<file path="src/jsu_pkg.sv">
package jsu_pkg;

  // results per input byte, at most one four-byte utf-8 sequence
  localparam int unsigned MaxResults = 4;
  localparam int unsigned CountW     = $clog2(MaxResults + 1);
  localparam int unsigned IdxW       = $clog2(MaxResults);

  // result kinds
  localparam logic [1:0] KIND_BYTE  = 2'd0;
  localparam logic [1:0] KIND_END   = 2'd1;
  localparam logic [1:0] KIND_ERROR = 2'd2;

  // error codes
  localparam logic [3:0] ERR_NONE         = 4'd0;
  localparam logic [3:0] ERR_UNTERMINATED = 4'd1;
  localparam logic [3:0] ERR_NUL          = 4'd2;
  localparam logic [3:0] ERR_CONTROL      = 4'd3;
  localparam logic [3:0] ERR_ESCAPE_CUT   = 4'd4;
  localparam logic [3:0] ERR_BAD_ESCAPE   = 4'd5;
  localparam logic [3:0] ERR_BAD_HEX      = 4'd6;
  localparam logic [3:0] ERR_UNPAIRED_HI  = 4'd7;
  localparam logic [3:0] ERR_BAD_LOW      = 4'd8;
  localparam logic [3:0] ERR_LONE_LOW     = 4'd9;
  localparam logic [3:0] ERR_U0000        = 4'd10;

  // group of results produced by one input byte
  typedef struct packed {
    logic [CountW-1:0]           count;
    logic [1:0]                  kind;
    logic [3:0]                  err;
    logic [MaxResults-1:0][7:0]  bytes;
  } burst_t;

endpackage

</file>
<file path="src/jsu_in_if.sv">
interface jsu_in_if;
  logic       valid;
  logic       ready;
  logic [7:0] in_byte;
  logic       end_of_input;

  modport source (output valid, output in_byte, output end_of_input, input ready);
  modport sink   (input valid, input in_byte, input end_of_input, output ready);
endinterface

</file>
<file path="src/jsu_out_if.sv">
interface jsu_out_if;
  logic       valid;
  logic       ready;
  logic [1:0] kind;
  logic [7:0] out_byte;
  logic [3:0] error_code;
  logic       last;

  modport source (output valid, output kind, output out_byte, output error_code,
                  output last, input ready);
  modport sink   (input valid, input kind, input out_byte, input error_code,
                  input last, output ready);
endinterface

</file>
<file path="src/json_string_unescape_utf8_core.sv">
// JSON string body decoder. Bytes of a string body (after the opening quote)
// enter on in_i, one per transaction, with end_of_input marking a source that
// ran out; decoded UTF-8 bytes, an end result at the closing quote, or an error
// result leave on out_o, with last set on the final result of each input byte.
// Bytes pass an input register, then the decoder into a result register, from
// which the first result of a byte is presented on out_o. One byte is taken
// per cycle as long as each byte yields at most one result and out_o is ready;
// a \u escape that completes into a multi-byte UTF-8 sequence holds the input
// until the last of its bytes is being taken, since out_o carries one result
// per cycle. Bytes that only advance an escape produce no result. After an
// end or an error the decoder is back in plain text, ready for the next string
// body.
module json_string_unescape_utf8_core (
  input  logic      clk_i,
  input  logic      rst_ni,
  jsu_in_if.sink    in_i,
  jsu_out_if.source out_o
);

  logic            in_vld_q;
  logic [7:0]      in_byte_q;
  logic            eoi_q;
  logic            adv;
  logic            emit_free;
  jsu_pkg::burst_t burst;

  // byte moves from the input register into the result register
  assign adv        = in_vld_q && emit_free;
  assign in_i.ready = !in_vld_q || adv;

  // input register
  always_ff @(posedge clk_i or negedge rst_ni) begin
    if (!rst_ni) begin
      in_vld_q <= 1'b0;
    end else if (in_i.ready) begin
      in_vld_q <= in_i.valid;
    end
  end

  always_ff @(posedge clk_i) begin
    if (in_i.valid && in_i.ready) begin
      in_byte_q <= in_i.in_byte;
      eoi_q     <= in_i.end_of_input;
    end
  end

  // escape and utf-8 decoding
  jsu_decode u_decode (
    .clk_i     (clk_i),
    .rst_ni    (rst_ni),
    .step_i    (adv),
    .in_byte_i (in_byte_q),
    .eoi_i     (eoi_q),
    .burst_o   (burst)
  );

  // result register and burst serializer
  jsu_emit u_emit (
    .clk_i   (clk_i),
    .rst_ni  (rst_ni),
    .load_i  (adv),
    .burst_i (burst),
    .free_o  (emit_free),
    .out_o   (out_o)
  );

endmodule

</file>
<file path="src/jsu_decode.sv">
module jsu_decode (
  input  logic            clk_i,
  input  logic            rst_ni,
  input  logic            step_i,
  input  logic [7:0]      in_byte_i,
  input  logic            eoi_i,
  output jsu_pkg::burst_t burst_o
);

  // decoder phases
  localparam logic [2:0] PH_PLAIN   = 3'd0;
  localparam logic [2:0] PH_ESCAPE  = 3'd1;
  localparam logic [2:0] PH_HEX_HI  = 3'd2;
  localparam logic [2:0] PH_WANT_BS = 3'd3;
  localparam logic [2:0] PH_WANT_U  = 3'd4;
  localparam logic [2:0] PH_HEX_LO  = 3'd5;

  logic [2:0]  phase_q, phase_d;
  logic [1:0]  seen_q, seen_d;
  logic [15:0] accum_q, accum_d;
  logic [9:0]  held_q, held_d;

  logic [4:0]  hex;
  logic [15:0] accum_n;
  logic [20:0] pair_cp;
  jsu_pkg::burst_t burst;

  // ascii hex digit: valid flag and value
  function automatic logic [4:0] hex_value(input logic [7:0] c);
    logic [4:0] r;
    r = 5'd0;
    if (c >= "0" && c <= "9") begin
      r = {1'b1, 4'(c - 8'h30)};
    end else if (c >= "a" && c <= "f") begin
      r = {1'b1, 4'(c - 8'h57)};
    end else if (c >= "A" && c <= "F") begin
      r = {1'b1, 4'(c - 8'h37)};
    end
    return r;
  endfunction

  // utf-8 form of a code point
  function automatic jsu_pkg::burst_t utf8(input logic [20:0] cp);
    jsu_pkg::burst_t b;
    b = '0;
    b.kind = jsu_pkg::KIND_BYTE;
    b.err  = jsu_pkg::ERR_NONE;
    if (cp <= 21'h7F) begin
      b.count    = jsu_pkg::CountW'(1);
      b.bytes[0] = cp[7:0];
    end else if (cp <= 21'h7FF) begin
      b.count    = jsu_pkg::CountW'(2);
      b.bytes[0] = {3'b110, cp[10:6]};
      b.bytes[1] = {2'b10, cp[5:0]};
    end else if (cp <= 21'hFFFF) begin
      b.count    = jsu_pkg::CountW'(3);
      b.bytes[0] = {4'b1110, cp[15:12]};
      b.bytes[1] = {2'b10, cp[11:6]};
      b.bytes[2] = {2'b10, cp[5:0]};
    end else begin
      b.count    = jsu_pkg::CountW'(4);
      b.bytes[0] = {5'b11110, cp[20:18]};
      b.bytes[1] = {2'b10, cp[17:12]};
      b.bytes[2] = {2'b10, cp[11:6]};
      b.bytes[3] = {2'b10, cp[5:0]};
    end
    return b;
  endfunction

  // single error result
  function automatic jsu_pkg::burst_t error_burst(input logic [3:0] code);
    jsu_pkg::burst_t b;
    b       = '0;
    b.count = jsu_pkg::CountW'(1);
    b.kind  = jsu_pkg::KIND_ERROR;
    b.err   = code;
    return b;
  endfunction

  assign hex     = eoi_i ? 5'd0 : hex_value(in_byte_i);
  assign accum_n = {accum_q[11:0], hex[3:0]};
  assign pair_cp = 21'h10000 + {1'b0, held_q, accum_n[9:0]};

  // next state and results of one byte
  always_comb begin
    phase_d = phase_q;
    seen_d  = seen_q;
    accum_d = accum_q;
    held_d  = held_q;
    burst   = '0;
    case (phase_q)
      PH_PLAIN: begin
        if (eoi_i) begin
          burst = error_burst(jsu_pkg::ERR_UNTERMINATED);
        end else if (in_byte_i == "\"") begin
          burst.count = jsu_pkg::CountW'(1);
          burst.kind  = jsu_pkg::KIND_END;
        end else if (in_byte_i == 8'h00) begin
          burst = error_burst(jsu_pkg::ERR_NUL);
        end else if (in_byte_i < 8'h20) begin
          burst = error_burst(jsu_pkg::ERR_CONTROL);
        end else if (in_byte_i == "\\") begin
          phase_d = PH_ESCAPE;
        end else begin
          burst.count    = jsu_pkg::CountW'(1);
          burst.bytes[0] = in_byte_i;
        end
      end
      PH_ESCAPE: begin
        phase_d = PH_PLAIN;
        burst.count = jsu_pkg::CountW'(1);
        if (eoi_i) begin
          burst = error_burst(jsu_pkg::ERR_ESCAPE_CUT);
        end else begin
          case (in_byte_i)
            "\"":    burst.bytes[0] = 8'h22;
            "\\":    burst.bytes[0] = 8'h5C;
            "/":     burst.bytes[0] = 8'h2F;
            "b":     burst.bytes[0] = 8'h08;
            "f":     burst.bytes[0] = 8'h0C;
            "n":     burst.bytes[0] = 8'h0A;
            "r":     burst.bytes[0] = 8'h0D;
            "t":     burst.bytes[0] = 8'h09;
            "u": begin
              burst   = '0;
              phase_d = PH_HEX_HI;
              seen_d  = 2'd0;
              accum_d = 16'd0;
            end
            default: burst = error_burst(jsu_pkg::ERR_BAD_ESCAPE);
          endcase
        end
      end
      PH_HEX_HI, PH_HEX_LO: begin
        if (!hex[4]) begin
          burst = error_burst(jsu_pkg::ERR_BAD_HEX);
        end else if (seen_q != 2'd3) begin
          seen_d  = seen_q + 2'd1;
          accum_d = accum_n;
        end else if (phase_q == PH_HEX_HI) begin
          seen_d = 2'd0;
          if (accum_n >= 16'hD800 && accum_n <= 16'hDBFF) begin
            held_d  = accum_n[9:0];
            accum_d = 16'd0;
            phase_d = PH_WANT_BS;
          end else if (accum_n >= 16'hDC00 && accum_n <= 16'hDFFF) begin
            burst = error_burst(jsu_pkg::ERR_LONE_LOW);
          end else if (accum_n == 16'h0000) begin
            burst = error_burst(jsu_pkg::ERR_U0000);
          end else begin
            burst = utf8({5'd0, accum_n});
          end
        end else begin
          seen_d = 2'd0;
          if (accum_n < 16'hDC00 || accum_n > 16'hDFFF) begin
            burst = error_burst(jsu_pkg::ERR_BAD_LOW);
          end else begin
            burst = utf8(pair_cp);
          end
        end
      end
      PH_WANT_BS: begin
        if (eoi_i || in_byte_i != "\\") begin
          burst = error_burst(jsu_pkg::ERR_UNPAIRED_HI);
        end else begin
          phase_d = PH_WANT_U;
        end
      end
      PH_WANT_U: begin
        if (eoi_i || in_byte_i != "u") begin
          burst = error_burst(jsu_pkg::ERR_UNPAIRED_HI);
        end else begin
          phase_d = PH_HEX_LO;
          seen_d  = 2'd0;
          accum_d = 16'd0;
        end
      end
      default: begin
        phase_d = PH_PLAIN;
      end
    endcase
    // any result ends the current string or escape
    if (burst.count != '0) begin
      phase_d = PH_PLAIN;
      seen_d  = 2'd0;
      accum_d = 16'd0;
      held_d  = 10'd0;
    end
  end

  assign burst_o = burst;

  // decoder state, advanced once per byte
  always_ff @(posedge clk_i or negedge rst_ni) begin
    if (!rst_ni) begin
      phase_q <= PH_PLAIN;
      seen_q  <= 2'd0;
      accum_q <= 16'd0;
      held_q  <= 10'd0;
    end else if (step_i) begin
      phase_q <= phase_d;
      seen_q  <= seen_d;
      accum_q <= accum_d;
      held_q  <= held_d;
    end
  end

  // a hex digit count only runs inside a \u escape
  assert property (@(posedge clk_i) disable iff (!rst_ni)
    (seen_q != 2'd0) |-> (phase_q == PH_HEX_HI || phase_q == PH_HEX_LO))
    else $error("hex digit count outside a unicode escape");

  // a held high surrogate only waits for its low half
  assert property (@(posedge clk_i) disable iff (!rst_ni)
    (held_q != 10'd0) |-> (phase_q == PH_WANT_BS || phase_q == PH_WANT_U ||
                           phase_q == PH_HEX_LO))
    else $error("high surrogate held outside a pair");

  // a byte that produces results leaves the decoder in plain text
  assert property (@(posedge clk_i) disable iff (!rst_ni)
    (step_i && burst.count != '0) |=> (phase_q == PH_PLAIN))
    else $error("decoder did not restart after a result");

endmodule

</file>
<file path="src/jsu_emit.sv">
module jsu_emit (
  input  logic              clk_i,
  input  logic              rst_ni,
  input  logic              load_i,
  input  jsu_pkg::burst_t   burst_i,
  output logic              free_o,
  jsu_out_if.source         out_o
);

  logic [jsu_pkg::CountW-1:0]          cnt_q;
  logic [jsu_pkg::IdxW-1:0]            idx_q;
  logic [1:0]                          kind_q;
  logic [3:0]                          err_q;
  logic [jsu_pkg::MaxResults-1:0][7:0] bytes_q;
  logic                                take;

  assign take   = out_o.valid && out_o.ready;
  assign free_o = (cnt_q == '0) || (cnt_q == jsu_pkg::CountW'(1) && out_o.ready);

  // result register, one result per transaction
  assign out_o.valid      = (cnt_q != '0);
  assign out_o.kind       = kind_q;
  assign out_o.error_code = err_q;
  assign out_o.out_byte   = bytes_q[idx_q];
  assign out_o.last       = (cnt_q == jsu_pkg::CountW'(1));

  // burst count and read position
  always_ff @(posedge clk_i or negedge rst_ni) begin
    if (!rst_ni) begin
      cnt_q <= '0;
      idx_q <= '0;
    end else if (load_i && burst_i.count != '0) begin
      cnt_q <= burst_i.count;
      idx_q <= '0;
    end else if (take) begin
      cnt_q <= cnt_q - jsu_pkg::CountW'(1);
      idx_q <= idx_q + jsu_pkg::IdxW'(1);
    end
  end

  // burst payload
  always_ff @(posedge clk_i) begin
    if (load_i && burst_i.count != '0) begin
      kind_q  <= burst_i.kind;
      err_q   <= burst_i.err;
      bytes_q <= burst_i.bytes;
    end
  end

  // end and error results stand alone
  assert property (@(posedge clk_i) disable iff (!rst_ni)
    (out_o.valid && out_o.kind != jsu_pkg::KIND_BYTE) |-> out_o.last)
    else $error("end or error result is not the last one");

  // a burst never exceeds a four-byte sequence
  assert property (@(posedge clk_i) disable iff (!rst_ni)
    cnt_q <= jsu_pkg::CountW'(jsu_pkg::MaxResults))
    else $error("result count overflow");

  // a stalled result keeps its place in the burst
  assert property (@(posedge clk_i) disable iff (!rst_ni)
    (out_o.valid && !out_o.ready) |=> ($stable(cnt_q) && $stable(idx_q)))
    else $error("burst position moved while stalled");

endmodule
</file>
<file path="src/flat_wrapper.sv">
// flat-port wrapper written by rule: the top's interface ports become plain ports
module json_string_unescape_utf8_core_flat 
  (clk_i, rst_ni, in_i_valid, in_i_in_byte, in_i_end_of_input, in_i_ready, out_o_valid, out_o_kind, out_o_out_byte, out_o_error_code, out_o_last, out_o_ready);
  jsu_in_if in_i_i ();
  jsu_out_if out_o_i ();
  input  logic clk_i;
  input  logic rst_ni;
  input wire logic [$bits(in_i_i.valid)-1:0] in_i_valid;
  input wire logic [$bits(in_i_i.in_byte)-1:0] in_i_in_byte;
  input wire logic [$bits(in_i_i.end_of_input)-1:0] in_i_end_of_input;
  output wire logic [$bits(in_i_i.ready)-1:0] in_i_ready;
  output wire logic [$bits(out_o_i.valid)-1:0] out_o_valid;
  output wire logic [$bits(out_o_i.kind)-1:0] out_o_kind;
  output wire logic [$bits(out_o_i.out_byte)-1:0] out_o_out_byte;
  output wire logic [$bits(out_o_i.error_code)-1:0] out_o_error_code;
  output wire logic [$bits(out_o_i.last)-1:0] out_o_last;
  input wire logic [$bits(out_o_i.ready)-1:0] out_o_ready;
  assign in_i_i.valid = in_i_valid;
  assign in_i_i.in_byte = in_i_in_byte;
  assign in_i_i.end_of_input = in_i_end_of_input;
  assign in_i_ready = in_i_i.ready;
  assign out_o_valid = out_o_i.valid;
  assign out_o_kind = out_o_i.kind;
  assign out_o_out_byte = out_o_i.out_byte;
  assign out_o_error_code = out_o_i.error_code;
  assign out_o_last = out_o_i.last;
  assign out_o_i.ready = out_o_ready;
  json_string_unescape_utf8_core u_core (.clk_i(clk_i), .rst_ni(rst_ni), .in_i(in_i_i), .out_o(out_o_i));
endmodule
</file>
<file path="config.mk">
export PLATFORM = sky130hd
export DESIGN_NAME = json_string_unescape_utf8_core_flat
export DESIGN_NICKNAME = d
export VERILOG_FILES = /design/src/jsu_pkg.sv /design/src/jsu_in_if.sv /design/src/jsu_out_if.sv /design/src/json_string_unescape_utf8_core.sv /design/src/jsu_decode.sv /design/src/jsu_emit.sv /design/src/flat_wrapper.sv
export SDC_FILE = /design/constraint.sdc
export NUM_CORES = 1
export LEC_CHECK = 0
export BUFFER_PORTS_ARGS = -buffer_cell sky130_fd_sc_hd__buf_2
export CAP_MARGIN = 20
export CORE_ASPECT_RATIO = 1.4
export CORE_UTILIZATION = 55
export DETAILED_ROUTE_END_ITERATION = 8
export MAX_ROUTING_LAYER = met4
export PLACE_DENSITY = 0.84
export RECOVER_POWER = 50
export SLEW_MARGIN = 20
export SYNTH_ARGS = -nofsm -noshare
export SYNTH_HDL_FRONTEND = slang
export SYNTH_HIERARCHICAL = 1
export SYNTH_SLANG_ARGS = --single-unit
</file>
<file path="constraint.sdc">
create_clock -name clk_i -period 4.4 [get_ports clk_i]
set_input_delay 0 -clock clk_i [delete_from_list [all_inputs] [get_ports clk_i]]
set_output_delay 0 -clock clk_i [all_outputs]
set_load 0.01 [all_outputs]
</file>
# Word level (Yosys, flattened, before mapping)
# Index checks and enable logic that the tools add are counted.
# classes
add_sub_neg,7
n_lt_le_gt_ge,19
n_eq_ne,34
muxes,84
n_reduce_logical,34
# op_table
cell,n
two-way mux 41 bit,6
case mux 41 bit (5 select lines),1
two-way mux 40 bit,3
two-way mux 39 bit,3
two-way mux 12 bit,8
case mux 31 bit (2 select lines),1
two-way mux 10 bit,6
== test 8 x 7 -> 1 bit (second input constant),7
two-way mux 8 bit,7
case mux 7 bit (8 select lines),1
two-way mux 3 bit,18
two-way mux 24 bit,2
!= test 3 bit (second input constant),13
two-way mux 36 bit,1
case mux 12 bit (3 select lines),1
greater-or-equal comparator 16 bit (second input constant),2
less-or-equal comparator 16 bit (second input constant),2
two-way mux 16 bit,2
two-way mux 30 bit,1
two-way mux 5 bit,5
two-way mux 2 bit,11
two-way mux 22 bit,1
adder 17 x 20 -> 21 bit (first input constant),1
less-or-equal comparator 21 x 11 -> 1 bit (second input constant),1
43 further kinds,74
# word_totals
reg_bits,80
input_bits,13
output_inout_bits,17
wordCells,193

# Longest topological paths before layout
# logic_depth
word_depth,19
depth_mapped,17
depth_no_buf,14

# Cells and area by module
# Netlist, hierarchy kept.
# modules_own_cells
module,n_inst,cells_each,area_per_inst_um2,seq_area_each_um2
jsu_decode,1,455,3254.4,675.6
jsu_emit,1,87,1686.6,1266.2
json_string_unescape_utf8_core,1,14,330.3,295.3

# Worst setup path before layout
# No wires, ideal clock.
# synth_timing
path_type,flip-flop to flip-flop
startpoint,reg u_core.in_byte_q[0]
endpoint,reg u_core/u_emit/bytes_q[0] (netlist bit) (enable)
setup_ns,0.335
arrival_time_ns,3.501
t_required_ns,4.065
setup_slack_ns,0.564
stages_incl_launch_ff,15
n_path_buf,3
cell_sequence,edfxtp_1 -> clkbuf_1 -> inv_1 -> ha_1 -> nor3b_1 -> o211a_1 -> o21bai_1 -> nor3_4 -> o21ai_2 -> or4_4 -> or3_4 -> clkinv_2 -> buf_4 -> o31a_1 -> buf_6
# synth_rtl
item,line_no,text
"start, declared",json_string_unescape_utf8_core.sv:21,logic [7:0] in_byte_q;
"start signal, assigned",json_string_unescape_utf8_core.sv:42,in_byte_q <= in_i.in_byte;
"end signal, assigned",jsu_emit.sv:46,bytes_q <= burst_i.bytes;
"end, declared",jsu_emit.sv:14,logic [jsu_pkg::MaxResults-1:0][7:0] bytes_q;

==> results.yml <==
sta:
  relSlewSlack_pct: -30.1
  tightest_slew_ps: 1950
  fmax_mhz: 245
  setup_tns_ps: 0
  hold_viol_final: 0
  min_period_over_period_pct: 92.7
  period_needed_ps: 4080
  rsz0062_at_grt: "no"
  slew_viol_final: 34
  setup_violations: 0
  fin_worst_skew_ps: 11.2
finish:
  diodes: 0
  drive_gt1_share_pct: 11.9
  fillerInstances: 768
  nNetsFinal: 613
  area_delta_synth_final_pct: 12.0
  final_core_util_pct: 64.3
grt:
  grt_antenna_before_repair: 0
  grt_pass1_wl_mm: 24.8
  grt_max_degree: 34
  gr-total-overflow: 0
  grt_pass1_vias: 4505
  grt_use_total_pct: 34.1
  use_met2_pct: 56.7
  grt-busiest-layer: "met2"
  grt_use_met3_pct: 4.35
  met1_usage_pct: 40.1
drt:
  firstDrtPassIters: 9
  first_iter_violations: 434
  drt.antenna.violating_nets: 0
  vias: 4718
  routed_wl_mm: 15.9
  wl_per_cell_um: 22.7
  drc_errors: 1
  viasPerCell: 6.72
placed_design:
  port_buffers: 29
  dp.final_hpwl_mm: 11.7
  gp_congestion: 1.04
synth:
  synth_top_cell_by_area: "edfxtp_1"
  yosys_warnings: 6
  ys_seq_elements: 80
  netlist_area_um2: 5270
  async_flop_share_pct: 41.3
  yosysTopAreaCellShare_pct: 26.8
  synthFlopType: "edfxtp_1"
  yosysMostFrequentCell: "nand2_1"
  synth_cell_types: 84
  synth_edf_count: 47
  netlist_top_cells_count: "70 x nand2_1, 55 x nor2_1, 47 x edfxtp_1"
  synth_area_leaders: "edfxtp_1 27%, dfrtp_1 16%, nand2_1 5.0%, nor2_1 3.9%, o21ai_0 3.8%"
  avgSynthCellArea_um2: 9.48
  synthCells: 556
  synth-seq-area-share_pct: 42.4
worst_hold_path:
  min_from: "out_o_ready"
  hold_path.class: "input pin to flip-flop"
cts:
  cts_resized: 0
  root_buffer: "clkbuf_16"
  clock-sinks: 80
  cts_tree: "built"
  clkLatencyLatePin_ps: 350
  clock_path_buffers: 2
  htreeDepth: 3
  clkSlewWorstSetupHoldPaths_ps: 70
  cts_inserted_buffers: 9
floorplanning:
  initial_core_util_pct: 57.4
  core-area_um2: 9180
  dieHeight_um: 118
  io_pins: 30
  die_w_um: 84.7
  die-area_um2: 9990
  rows: 41
critical_path:
  cp_max_fo: 18
  required_ps: 4680
  worst-setup-path-type: "flip-flop to flip-flop"
  end_kind: "flip-flop"
  critPathLaunch: "u_core/in_byte_q[3]$_DFFE_PP_"
  start_kind: "flip-flop"
  worstPathArrival_ps: 4360
  r2r-start: "u_core/in_byte_q[3]$_DFFE_PP_"
power:
  p_leak_nw: 2.20
  powerDensity_nw_per_um2: 523
  vdd_ir_drop_max_uv: 354
status:
  status: "finished, violations left"
  violations: "design-rule violations, max-capacitance violations, max-slew violations"
flow_run:
  drv_cap: 1
## stage by stage
| stage | area (um2) | std cells | setup slack (ps) | hold slack (ps) | power, mW |
|---|---|---|---|---|---|
| finish | 5910 | 702 | 319 | 63.3 | 3.09 |
| global route | 5910 | 702 | 154 | 91.4 | 3.25 |
| CTS | 5960 | 702 | 526 | 49.3 | 3.15 |
| detailed placement | 5510 | 675 | 558 | 121 | 2.29 |
| global placement | 5510 | 675 | 605 | 108 | 2.25 |
| floorplan | 5280 | 558 | 564 | -296 | 1.94 |
## final cells by class
type,instances,area (um2),share of cell area (%)
inverters,14,53.8,0.911
clock inverters,7,108,1.82
flip-flops and latches,80,2240,37.9
repair buffers,60,388,6.57
multi-input cells,425,2760,46.7
clock buffers,9,225,3.81
well taps,107,134,2.27
## routing by layer
layer  wire length (um)  share of wire (%)
met2               8120                 51
met5                  0                  0
met1               6120                 38
met3                865                5.4
met4                827                5.2
## where the power goes
| group | total, mW | internal, mW | switching [mW] |
|---|---|---|---|
| clock | 0.838 | 0.509 | 0.329 |
| combinational | 1.03 | 0.394 | 0.640 |
| sequential | 1.22 | 1.06 | 0.159 |
## what timing repair did
action                    in CTS  in global routing
hold endpoints to repair      43                  0
hold buffers                  11                  0
setup buffers                  0                  0
## final timing paths
| path | to | slack [ps] | depth (start not counted) |
|---|---|---|---|
| worst min-delay path | u_core/u_emit/cnt_q[0]$_DFFE_PN0P_ | 60 | 3 |
| min in group asynchronous | u_core/in_vld_q$_DFFE_PN0P_ | 760 | 2 |
| worst max-delay path | u_core/u_decode/held_q[9]$_DFFE_PN0P_ | 320 | 10 |
| worst min register to register | u_core/u_decode/seen_q[1]$_DFFE_PN0P_ | 500 | 2 |
| worst max register to register | u_core/u_decode/held_q[9]$_DFFE_PN0P_ | 320 | 10 |
| max in group asynchronous | u_core/u_decode/held_q[7]$_DFFE_PN0P_ | 2500 | 2 |
## worst max-delay path: stages (launching register included)
cell      delay, ps
edfxtp_1        630
nor4b_1         530
nand3_1         180
a21oi_1         450
o221a_2         310
a21boi_0        480
o2111a_1        280
a22oi_1         160
buf_4           260
o31ai_4         500
a22o_1          220
## state kept, by name (all words and copies together) (netlist names), 2 cells and up
name,count
u_core/u_decode/phase_q,3
u_core/u_emit/cnt_q,3
u_core/u_emit/idx_q,2
u_core/u_decode/accum_q,12
u_core/u_emit/out_o.error_code,4
u_core/in_byte_q,8
u_core/u_emit/bytes_q,32
u_core/u_emit/out_o.kind,2
u_core/u_decode/seen_q,2
u_core/u_decode/held_q,10
## cells by family after synthesis
logic type | synth area share, %
and+or+nand+nor | 23.8
AOI/OAI and AO/OA | 20.1
DFF | 42.4
buffers and inverters | 4.96
muxes | 5.93
adders and majority gates | 2.37
xor gates and xnor gates | 0.332
other | 0.0711
## layout by cell type (no fill, tap or decap), types with 4 or more instances in the layout
cell type,instances
nor2b_1,9
o31ai_1,6
inv_1,13
a211oi_1,4
o21ai_0,41
or4_1,4
nand2b_1,8
mux4_2,5
a22oi_1,12
a22o_1,11
a221oi_1,5
nor4_1,6
dlygate4sd3_1,11
mux2i_1,11
nand2_1,70
nor2_1,55
a21oi_1,22
buf_4,17
ha_1,10
clkbuf_1,20
nand3_1,20
clkbuf_16,9
and2_1,7
dfrtp_1,33
edfxtp_1,47
nand4_1,7
nor3_1,14
buf_2,11
a31oi_1,5
or3_1,10
Power figures use the tool's default switching activity.
